<file path="config.mk">
export PLATFORM = sky130hd
export DESIGN_NAME = solar_hijri_days_between_unit
export DESIGN_NICKNAME = d
export VERILOG_FILES = /design/src/rtl/shd_pkg.sv /design/src/rtl/shd_check.sv /design/src/rtl/shd_step.sv /design/src/rtl/solar_hijri_days_between_unit.sv
export SDC_FILE = /design/constraint.sdc
export NUM_CORES = 1
export LEC_CHECK = 0
export ABC_CLOCK_PERIOD_IN_PS = 13200
export BUFFER_PORTS_ARGS = -buffer_cell sky130_fd_sc_hd__buf_2
export CELL_PAD_IN_SITES_DETAIL_PLACEMENT = 1
export CELL_PAD_IN_SITES_GLOBAL_PLACEMENT = 2
export CORE_ASPECT_RATIO = 1.75
export CORE_UTILIZATION = 42
export DETAILED_ROUTE_END_ITERATION = 6
export HOLD_SLACK_MARGIN = 0.1
export PLACE_DENSITY_LB_ADDON = 0.08
export SLEW_MARGIN = 40
export SYNTH_ARGS = -nofsm -noshare
export SYNTH_HDL_FRONTEND = slang
export SYNTH_HIERARCHICAL = 1
export SYNTH_SLANG_ARGS = --single-unit
</file>
<file path="constraint.sdc">
create_clock -name clk -period 13.2 [get_ports clk]
set_input_delay 1.98 -clock clk [delete_from_list [all_inputs] [get_ports clk]]
set_output_delay 1.98 -clock clk [all_outputs]
set_load 0.01 [all_outputs]
</file>
<file path="src/rtl/shd_pkg.sv">
// shd_pkg: shared types, codes and calendar helpers for the solar hijri day counter
// no dependencies; imported by shd_check, shd_step and solar_hijri_days_between_unit
`default_nettype none

package shd_pkg;

	localparam int unsigned YearMax   = 4095;
	localparam int unsigned DayW      = 5;
	localparam int unsigned MonthW    = 4;
	localparam int unsigned YearW     = 12;
	localparam int unsigned CountW    = 21;
	localparam int unsigned RemW      = 6;
	localparam int unsigned CycleLast = 32;

	// bit r set when year mod 33 == r is a leap year
	localparam logic [32:0] LeapMask = 33'h0_4442_2222;

	localparam logic [1:0] ORD_EARLIER = 2'd0;
	localparam logic [1:0] ORD_EQUAL   = 2'd1;
	localparam logic [1:0] ORD_LATER   = 2'd2;

	localparam logic [MonthW-1:0] MonthFirst = 4'd1;
	localparam logic [MonthW-1:0] MonthLast  = 4'd12;

	typedef struct packed {
		logic [YearW-1:0]  year;
		logic [MonthW-1:0] month;
		logic [DayW-1:0]   day;
	} date_t;

	typedef struct packed {
		logic             ok;
		logic [1:0]       order;
		date_t            early;
		date_t            late;
		logic [RemW-1:0]  early_rem;
	} chk_res_t;

	function automatic logic is_leap(input logic [RemW-1:0] rem);
		return LeapMask[rem];
	endfunction

	function automatic logic [DayW-1:0] month_len(input logic [MonthW-1:0] m,
			input logic leap);
		logic [DayW-1:0] len;
		if (m < 4'd7)
			len = 5'd31;
		else if (m < MonthLast)
			len = 5'd30;
		else
			len = leap ? 5'd30 : 5'd29;
		return len;
	endfunction

	// year mod 33 by reciprocal multiply, exact for 12-bit years
	function automatic logic [RemW-1:0] mod33(input logic [YearW-1:0] y);
		logic [21:0]      p;
		logic [6:0]       q;
		logic [YearW-1:0] qm;
		logic [YearW-1:0] r;
		p  = 22'(y) * 22'd993;
		q  = p[21:15];
		qm = 12'(q) * 12'd33;
		r  = y - qm;
		return r[RemW-1:0];
	endfunction

endpackage

`default_nettype wire

</file>
<file path="src/rtl/shd_check.sv">
// shd_check: validates two dates, orders them and finds the cycle position of the earlier year
// depends on shd_pkg
`default_nettype none

module shd_check
	import shd_pkg::*;
(
	input  wire date_t    a,
	input  wire date_t    b,
	output chk_res_t      res
);

	logic [RemW-1:0] rem_a;
	logic [RemW-1:0] rem_b;
	logic            ok_a;
	logic            ok_b;
	logic            a_lt_b;
	logic            a_eq_b;

	assign rem_a = mod33(a.year);
	assign rem_b = mod33(b.year);

	assign ok_a = (32'(a.year) <= YearMax) && (a.month >= MonthFirst) &&
		(a.month <= MonthLast) && (a.day != '0) &&
		(a.day <= month_len(a.month, is_leap(rem_a)));
	assign ok_b = (32'(b.year) <= YearMax) && (b.month >= MonthFirst) &&
		(b.month <= MonthLast) && (b.day != '0) &&
		(b.day <= month_len(b.month, is_leap(rem_b)));

	// valid dates order the same way as their packed year/month/day
	assign a_lt_b = a < b;
	assign a_eq_b = a == b;

	always_comb begin
		res.ok = ok_a && ok_b;
		if (!res.ok)
			res.order = ORD_EARLIER;
		else if (a_lt_b)
			res.order = ORD_EARLIER;
		else if (a_eq_b)
			res.order = ORD_EQUAL;
		else
			res.order = ORD_LATER;
		if (a_lt_b || a_eq_b) begin
			res.early     = a;
			res.late      = b;
			res.early_rem = rem_a;
		end else begin
			res.early     = b;
			res.late      = a;
			res.early_rem = rem_b;
		end
	end

endmodule

`default_nettype wire

</file>
<file path="src/rtl/shd_step.sv">
// shd_step: advances a date by one day, carrying the year position in the 33-year cycle
// depends on shd_pkg
`default_nettype none

module shd_step
	import shd_pkg::*;
(
	input  wire date_t           cur,
	input  wire [RemW-1:0]       rem,
	output date_t                nxt,
	output logic [RemW-1:0]      nxt_rem
);

	logic [DayW-1:0] len;

	assign len = month_len(cur.month, is_leap(rem));

	always_comb begin
		nxt     = cur;
		nxt_rem = rem;
		if (cur.day == len) begin
			nxt.day = 5'd1;
			if (cur.month == MonthLast) begin
				nxt.month = MonthFirst;
				nxt.year  = cur.year + 12'd1;
				nxt_rem   = (rem == RemW'(CycleLast)) ? '0 : rem + 6'd1;
			end else begin
				nxt.month = cur.month + 4'd1;
			end
		end else begin
			nxt.day = cur.day + 5'd1;
		end
	end

endmodule

`default_nettype wire

</file>
<file path="src/rtl/solar_hijri_days_between_unit.sv">
// solar_hijri_days_between_unit: top level, sequencer around the one-day step unit
// depends on shd_pkg, shd_check, shd_step
//
//   channel   handshake        fields
//   request   start / busy     first_day, first_month, first_year,
//                              second_day, second_month, second_year
//   result    done (strobe)    day_count, order, invalid
//
// a beat is taken when start is high and busy is low; busy then stays high
// while the check state checks and orders the dates, then the step unit walks the
// earlier date forward one day per cycle until it reaches the later date; invalid
// or equal dates go straight back to idle from the check state, with no walk
// done pulses for one cycle with the result; the receiver cannot stall
// arst_n clears the sequencer and the strobe; no clearing pass is needed
`default_nettype none

module solar_hijri_days_between_unit
	import shd_pkg::*;
(
	input  wire                 clk,
	input  wire                 arst_n,
	input  wire                 start,
	output logic                busy,
	input  wire [DayW-1:0]      first_day,
	input  wire [MonthW-1:0]    first_month,
	input  wire [YearW-1:0]     first_year,
	input  wire [DayW-1:0]      second_day,
	input  wire [MonthW-1:0]    second_month,
	input  wire [YearW-1:0]     second_year,
	output logic                done,
	output logic [CountW-1:0]   day_count,
	output logic [1:0]          order,
	output logic                invalid
);

	typedef enum logic [1:0] {
		ST_IDLE,
		ST_CHECK,
		ST_RUN
	} state_t;

	state_t            state_q;
	date_t             a_q;
	date_t             b_q;
	date_t             cursor_q;
	date_t             target_q;
	logic [RemW-1:0]   rem_q;
	logic [CountW-1:0] count_q;
	logic [1:0]        order_q;
	logic              done_q;
	logic [CountW-1:0] day_count_q;
	logic [1:0]        res_order_q;
	logic              invalid_q;

	chk_res_t          chk;
	date_t             step_nxt;
	logic [RemW-1:0]   step_rem;
	logic              accept;

	shd_check u_check (
		.a   (a_q),
		.b   (b_q),
		.res (chk)
	);

	shd_step u_step (
		.cur     (cursor_q),
		.rem     (rem_q),
		.nxt     (step_nxt),
		.nxt_rem (step_rem)
	);

	assign busy      = state_q != ST_IDLE;
	assign accept    = start && !busy;
	assign done      = done_q;
	assign day_count = day_count_q;
	assign order     = res_order_q;
	assign invalid   = invalid_q;

	always_ff @(posedge clk or negedge arst_n) begin
		if (!arst_n) begin
			state_q <= ST_IDLE;
			done_q  <= 1'b0;
		end else begin
			done_q <= 1'b0;
			case (state_q)
				ST_IDLE: begin
					if (accept)
						state_q <= ST_CHECK;
				end
				ST_CHECK: begin
					if (!chk.ok || chk.order == ORD_EQUAL) begin
						done_q  <= 1'b1;
						state_q <= ST_IDLE;
					end else begin
						state_q <= ST_RUN;
					end
				end
				ST_RUN: begin
					if (cursor_q == target_q) begin
						done_q  <= 1'b1;
						state_q <= ST_IDLE;
					end
				end
				default: state_q <= ST_IDLE;
			endcase
		end
	end

	// payload path, no reset needed
	always_ff @(posedge clk) begin
		case (state_q)
			ST_IDLE: begin
				if (accept) begin
					a_q <= '{year: first_year, month: first_month, day: first_day};
					b_q <= '{year: second_year, month: second_month, day: second_day};
				end
			end
			ST_CHECK: begin
				cursor_q <= chk.early;
				target_q <= chk.late;
				rem_q    <= chk.early_rem;
				count_q  <= CountW'(1);
				order_q  <= chk.order;
				if (!chk.ok) begin
					day_count_q <= '0;
					res_order_q <= ORD_EARLIER;
					invalid_q   <= 1'b1;
				end else if (chk.order == ORD_EQUAL) begin
					day_count_q <= CountW'(1);
					res_order_q <= ORD_EQUAL;
					invalid_q   <= 1'b0;
				end
			end
			ST_RUN: begin
				if (cursor_q == target_q) begin
					day_count_q <= count_q;
					res_order_q <= order_q;
					invalid_q   <= 1'b0;
				end else begin
					cursor_q <= step_nxt;
					rem_q    <= step_rem;
					count_q  <= count_q + CountW'(1);
				end
			end
			default: ;
		endcase
	end

	a_done_after_busy: assert property (@(posedge clk) disable iff (!arst_n)
		done |-> $past(busy))
		else $error("result strobe without an item in flight");

	a_invalid_zero: assert property (@(posedge clk) disable iff (!arst_n)
		done && invalid |-> day_count == '0 && order == ORD_EARLIER)
		else $error("invalid result carries a count or order");

	a_accept_busy: assert property (@(posedge clk) disable iff (!arst_n)
		start && !busy |=> busy && !done)
		else $error("accepted beat did not make the unit busy");

	a_count_nonzero: assert property (@(posedge clk) disable iff (!arst_n)
		done && !invalid |-> day_count != '0)
		else $error("valid result with zero count");

endmodule

`default_nettype wire

</file>
==> metrics, run 1 <==
Antenna Nets Post-Route=0; Clock H-tree levels=4; most common cell in the synthesized netlist=sky130_fd_sc_hd__ha_1; Cell variety after synth=79; cell at the root of the clock tree=sky130_fd_sc_hd__clkbuf_16; fraction of the mapped netlist area in adder cells=28.6%; number of pins with negative max-slew slack in the final report=0; post-cts resize count=0; count of mapped cells out of synthesis=1,111; CP required=13.31 ns; initial standard-cell utilization of the core=42.7%; least setup slack across all paths after layout=2.88 ns; count of flip-flops with a built-in enable after synthesis=137; routability congestion estimate from global placement=0.812; total number of vias=8,314; kind of path behind the tightest hold check=flip-flop to flip-flop; largest net degree at the start of global routing=53; final cycle utilization of the critical path=78.2%; multiplexer area fraction after synthesis=5.71%; Max Freq=96.9 MHz; arrival time reported for the critical path endpoint=10.43 ns; hold bufs inserted after CTS=0; DR WL/cell=19.6 um; post-synthesis net count=1,395; all-layer global routing usage=22.7%; average via count per standard cell=5.27; max-cap violations=0; fraction of registers with async set/reset=2.14%; Sinks on Clock Net=140; estimated wirelength of the detail-placed design=25.3 mm; overall overflow remaining after global route=0; sort of element at the start of the critical path=flip-flop; Worst Tran Pin Value=0.748 ns; proportion of netlist area held by the largest area contributor=33.7%; Max stage delay on crit path=0.53 ns; endpoint kind of the worst setup timing path=flip-flop; placeable core region=28,600 um2; dominant combinational cell family by area after synthesis=adder cells; quantity of I/O buffers inserted on ports=70; Final Hold Vio Count=0; Synth top cells by count=173 x sky130_fd_sc_hd__ha_1, 156 x sky130_fd_sc_hd__inv_1, 137 x sky130_fd_sc_hd__edfxtp_1; wire length after detailed routing=30.9 mm; most area-consuming cells after synthesis=sky130_fd_sc_hd__edfxtp_1 34%, sky130_fd_sc_hd__ha_1 18%, sky130_fd_sc_hd__fa_1 11%; portion of the post-synthesis area used by sequential elements=34.3%; Ports=71; Iteration-0 DRC Markers=283; die outline width=131 um; global-route wire length before repair=49.5 mm; unrepaired setup endpoints after global routing=false; source-to-sink clock delay at the later pin of the worst-skew pair=0.44 ns; cell area after synthesis=12,200 um2; height of the die=228 um; Avg Cell Area, Syn=11.0 um2; vias in the first global route=9,133; TritonCTS clock tree=built; final period demand of the worst path=10.32 ns; number of buffers inserted during clock tree synthesis=17; post-synthesis compound-gate area fraction=8.08%; library cell with the largest summed area after synthesis=sky130_fd_sc_hd__edfxtp_1; net total in the final layout=1,471; top_reg_cell synth=sky130_fd_sc_hd__edfxtp_1; CTS clk-pin slew, worst paths=0.06 ns; fraction of final layout cells sized beyond drive strength 1=15.1%; setup slack at placement=2.74 ns; number of setup buffers added after CTS=0; diode count=0; maximum buffer depth of the clock tree=2; number of antenna violations at the first check in global routing=0; synth-to-layout area growth=10.8%; Post-Route Setup TNS=0 ns; worst hold margin=0.535 ns; headroom to the max-slew limit=49.7%; Yosys Warn Count=6; highest net fanout along the worst path=24; Worst path most repeated cell=sky130_fd_sc_hd__inv_1; fraction of synthesized cell area in xor and xnor cells=6.84%; area share of and/or/nand/nor cells after synthesis=10.6%; status=finished clean; number of endpoints failing setup at the final stage=0; Worst Setup Path Type=flip-flop to flip-flop; slowest stage cell on the critical path=sky130_fd_sc_hd__edfxtp_1; final setup skew=0.0113 ns; DIE AREA=29,800 um2; number of iterations in the first detailed-routing pass=4; number of synthesized register bits=140; detailed-route DRC error count=0; row count=82
[cells by family after synthesis]
| group | Yosys count |
|---|---|
| and+or+nand+nor | 242 |
| adders and majority gates | 239 |
| buffers and inverters | 178 |
| AOI/OAI and AO/OA | 157 |
| DFF | 140 |
| xor gates and xnor gates | 92 |
| muxes | 63 |
[state kept, by name, indices dropped and copies added, names as in the netlist]
register,cells
state_q,2
target_q,21
a_q,21
done,1
b_q,21
count_q,21
day_count,21
cursor_q,21
rem_q,6
order_q,2
order,2
invalid,1
[cell type report]
class	instances	area, um2
well taps	378	473
flip-flops and latches	140	4190
clock buffers	17	425
repair buffers	78	410
clock inverters	15	114
multi-input cells	793	7330
fillers	3158	15100
inverters	157	589
[metal layers]
| layer | global-route usage [%] | vias to the layer above | part of all wire, % |
|---|---|---|---|
| met5 | 0 | - | 0 |
| met1 | 23.4 | 4130 | 37 |
| met4 | 10.8 | 0 | 4.0 |
| met3 | 3.36 | 48 | 2.2 |
| li1 | - | 4037 | - |
| met2 | 43.7 | 99 | 57 |
[per-stage QoR]
step,util [%],instances,instance area [um2]
after detailed placement,45.4,1546,13000
after global routing,47.3,1578,13500
final,47.3,1578,13500
after global placement,45.4,1546,13000
after floorplan,-,1111,12200
after CTS,47.3,1578,13500
[critical path: cells and delay by family, from the launching register on]
kind | cells | cell delay [ns]
compound gates | 9 | 1.75
fa+ha+maj | 10 | 3.71
simple gates | 9 | 1.65
xor+xnor | 4 | 0.97
flops | 1 | 0.53
buf+inv | 10 | 1.38
[final timing paths]
check	to	slack, ns	from	cells after the start
worst max-delay path	day_count[16]	2.88	b_q[11]	42
worst min-delay path	order[0]	0.53	order_q[0]	2
worst max register to register	day_count[16]	2.88	b_q[11]	42
max in group asynchronous	state_q[0]	11.77	arst_n	1
min in group asynchronous	done	1.32	arst_n	1
worst min register to register	order[0]	0.53	order_q[0]	2
[cells in the final DEF, fill, tap and decap left out, types with 4 or more instances in the layout]
cell type                    Yosys  layout
sky130_fd_sc_hd__o2111ai_1       4       4
sky130_fd_sc_hd__o21bai_1        4       4
sky130_fd_sc_hd__xor2_1         41      41
sky130_fd_sc_hd__o21ai_1        17      17
sky130_fd_sc_hd__buf_4           1       8
sky130_fd_sc_hd__nand4_1        14      14
sky130_fd_sc_hd__clkinvlp_4      0       5
sky130_fd_sc_hd__inv_1         156     156
sky130_fd_sc_hd__edfxtp_1      137     137
sky130_fd_sc_hd__a21oi_1        30      30
sky130_fd_sc_hd__fa_1           66      66
sky130_fd_sc_hd__nor3_1         19      19
sky130_fd_sc_hd__a21o_1          9       9
sky130_fd_sc_hd__a211oi_1        5       4
sky130_fd_sc_hd__ha_1          173     172
sky130_fd_sc_hd__nand3_1        20      20
sky130_fd_sc_hd__nor2_1         54      53
sky130_fd_sc_hd__o21a_1          5       5
sky130_fd_sc_hd__nor2b_1         5       5
sky130_fd_sc_hd__mux2_2         32      32
sky130_fd_sc_hd__o21ai_0        52      52
sky130_fd_sc_hd__buf_2           1      70
sky130_fd_sc_hd__nor4_1         13      13
sky130_fd_sc_hd__o211ai_1        4       4
sky130_fd_sc_hd__and3_1          5       5
sky130_fd_sc_hd__nor4_2          5       5
sky130_fd_sc_hd__mux2i_1        17      17
sky130_fd_sc_hd__xnor2_1        48      48
sky130_fd_sc_hd__nand2b_1        9       9
sky130_fd_sc_hd__or2_2           6       7
sky130_fd_sc_hd__clkbuf_16       0      17
sky130_fd_sc_hd__and2_1         23      22
sky130_fd_sc_hd__inv_6           0       5
sky130_fd_sc_hd__nand2_1        47      47
sky130_fd_sc_hd__mux2_1         11      11
Power of run 1 is not shown: default switching activity piles up to over one toggle a cycle in this logic, so the estimate is an artifact.
==> run 2, diff against run 1 <==
ABC_CLOCK_PERIOD_IN_PS = 8470   (was 13200)
CORE_UTILIZATION = 38   (was 42)
clock period = 8.47 ns   (was 13.2 ns; I/O delays follow)
==> metrics, run 2 (synthesized netlist as in run 1, its figures left out) <==
DIE AREA=32,900 um2 (was 29,800 um2); fraction of final layout cells sized beyond drive strength 1=27.6% (was 15.1%); wire length after detailed routing=33.6 mm (was 30.9 mm); hold bufs inserted after CTS=0 (unchanged); CTS clk-pin slew, worst paths=0.07 ns (was 0.06 ns); placeable core region=31,500 um2 (was 28,600 um2); number of endpoints failing setup at the final stage=26 (was 0); headroom to the max-slew limit=53.8% (was 49.7%); Max Freq=110 MHz (was 96.9 MHz); Iteration-0 DRC Markers=224 (was 283); endpoint kind of the worst setup timing path=flip-flop (unchanged); vias in the first global route=9,639 (was 9,133); unrepaired setup endpoints after global routing=true (was false); largest net degree at the start of global routing=54 (was 53); failing checks=negative setup slack; Sinks on Clock Net=140 (unchanged); highest net fanout along the worst path=6 (was 24); number of iterations in the first detailed-routing pass=4 (unchanged); diode count=0 (unchanged); detailed-route DRC error count=0 (unchanged); Worst path most repeated cell=sky130_fd_sc_hd__inv_2 (was sky130_fd_sc_hd__inv_1); final period demand of the worst path=9.05 ns (was 10.32 ns); Final Hold Vio Count=0 (unchanged); row count=86 (was 82); most common library cell in the layout ignoring fill and taps=sky130_fd_sc_hd__ha_1 (unchanged); max-cap violations=0 (unchanged); r2r setup slk=-0.58 ns (was 2.88 ns); kind of path behind the tightest hold check=flip-flop to flip-flop (unchanged); setup slack at placement=-0.727 ns (was 2.74 ns); Antenna Nets Post-Route=0 (unchanged); routability congestion estimate from global placement=0.768 (was 0.812); sort of element at the start of the critical path=flip-flop (unchanged); status=complete, but fails checks (was finished clean); CP required=8.64 ns (was 13.31 ns); die outline width=138 um (was 131 um); net total in the final layout=1,587 (was 1,471); Ports=71 (unchanged); cell at the root of the clock tree=sky130_fd_sc_hd__clkbuf_16 (unchanged); DR WL/cell=19.6 um (about the same); final cycle utilization of the critical path=107% (was 78.2%); overall overflow remaining after global route=0 (unchanged); synth-to-layout area growth=22.3% (was 10.8%); all-layer global routing usage=21.7% (was 22.7%); Worst Tran Pin Value=0.680 ns (was 0.748 ns); commonest non-fill, non-tap cells in the layout=158 x sky130_fd_sc_hd__ha_1, 142 x sky130_fd_sc_hd__inv_1, 137 x sky130_fd_sc_hd__edfxtp_1 (was 172 x sky130_fd_sc_hd__ha_1, 156 x sky130_fd_sc_hd__inv_1, 137 x sky130_fd_sc_hd__edfxtp_1); arrival time reported for the critical path endpoint=9.23 ns (was 10.43 ns); Worst Setup Path Type=flip-flop to flip-flop (unchanged); total number of vias=8,743 (was 8,314); Clock H-tree levels=4 (unchanged); maximum buffer depth of the clock tree=2 (unchanged); TritonCTS clock tree=built (unchanged); source-to-sink clock delay at the later pin of the worst-skew pair=0.45 ns (was 0.44 ns); number of pins with negative max-slew slack in the final report=0 (unchanged); initial standard-cell utilization of the core=38.7% (was 42.7%); least setup slack across all paths after layout=-0.584 ns (was 2.88 ns); Max stage delay on crit path=0.58 ns (was 0.53 ns); final setup skew=0.0252 ns (was 0.0113 ns); quantity of I/O buffers inserted on ports=70 (unchanged); number of antenna violations at the first check in global routing=0 (unchanged); number of buffers inserted during clock tree synthesis=17 (unchanged); average via count per standard cell=5.11 (was 5.27); height of the die=239 um (was 228 um); estimated wirelength of the detail-placed design=26.8 mm (was 25.3 mm); slowest stage cell on the critical path=sky130_fd_sc_hd__fa_1 (was sky130_fd_sc_hd__edfxtp_1); global-route wire length before repair=52.2 mm (was 49.5 mm)
## run 2: cell type report
class / count / area [um2]
Clock buffer: 17 / 425
Clock inverter: 15 / 136
Fill cell: 3449 / 16600
Inverter: 157 / 589
Multi-Input combinational cell: 793 / 7730
Sequential cell: 140 / 4190
Tap cell: 396 / 495
Timing Repair Buffer: 194 / 1370
## run 2: worst paths after layout
kind                                end       start  cells after the start
hold / removal                 order[0]  order_q[0]                      2
setup / recovery           day_count[8]     b_q[11]                     42
setup reg to reg           day_count[8]     b_q[11]                     42
min in group asynchronous    state_q[0]      arst_n                      1
hold reg to reg                order[0]  order_q[0]                      2
max in group asynchronous          done      arst_n                      1
## run 2: metal layers
metal	wire length [um]	GRT usage, %	vias up	share of wire, %
met5	0	0	-	0
li1	-	-	4266	-
met1	12300	21.9	4348	37
met3	469	2.69	34	1.4
met2	20000	43.5	95	60
met4	760	7.63	0	2.3
## run 2: through the flow
stage / hold WS [ns] / util (%) / cell area, um2 / setup TNS, ns / cells
after global placement: 0.508 / 43.8 / 13800 / -14.06 / 1658
after CTS: 0.530 / 46.3 / 14600 / -13.38 / 1704
after detailed placement: 0.517 / 43.8 / 13800 / -18.57 / 1658
after global routing: 0.576 / 47.4 / 14900 / -22.65 / 1712
after floorplan: 0.495 / - / 12300 / -21.41 / 1111
final: 0.527 / 47.4 / 14900 / -14.13 / 1712
## run 2: worst max-delay path: cells and delay by family (launching register included)
family	cells	cell delay, ns
DFF	1	0.43
xor gates and xnor gates	4	0.61
AOI/OAI and AO/OA	9	1.70
and+or+nand+nor	9	1.65
adders and majority gates	10	3.55
buffers and inverters	10	0.78
## run 2: timing repair
item	in CTS	in global routing
gates cloned	1	2
pin swaps	18	53
buffers inserted	13	8
gates resized for setup	23	41
endpoints found under the setup margin	29	31
Power of run 2 is left out for the same reason.
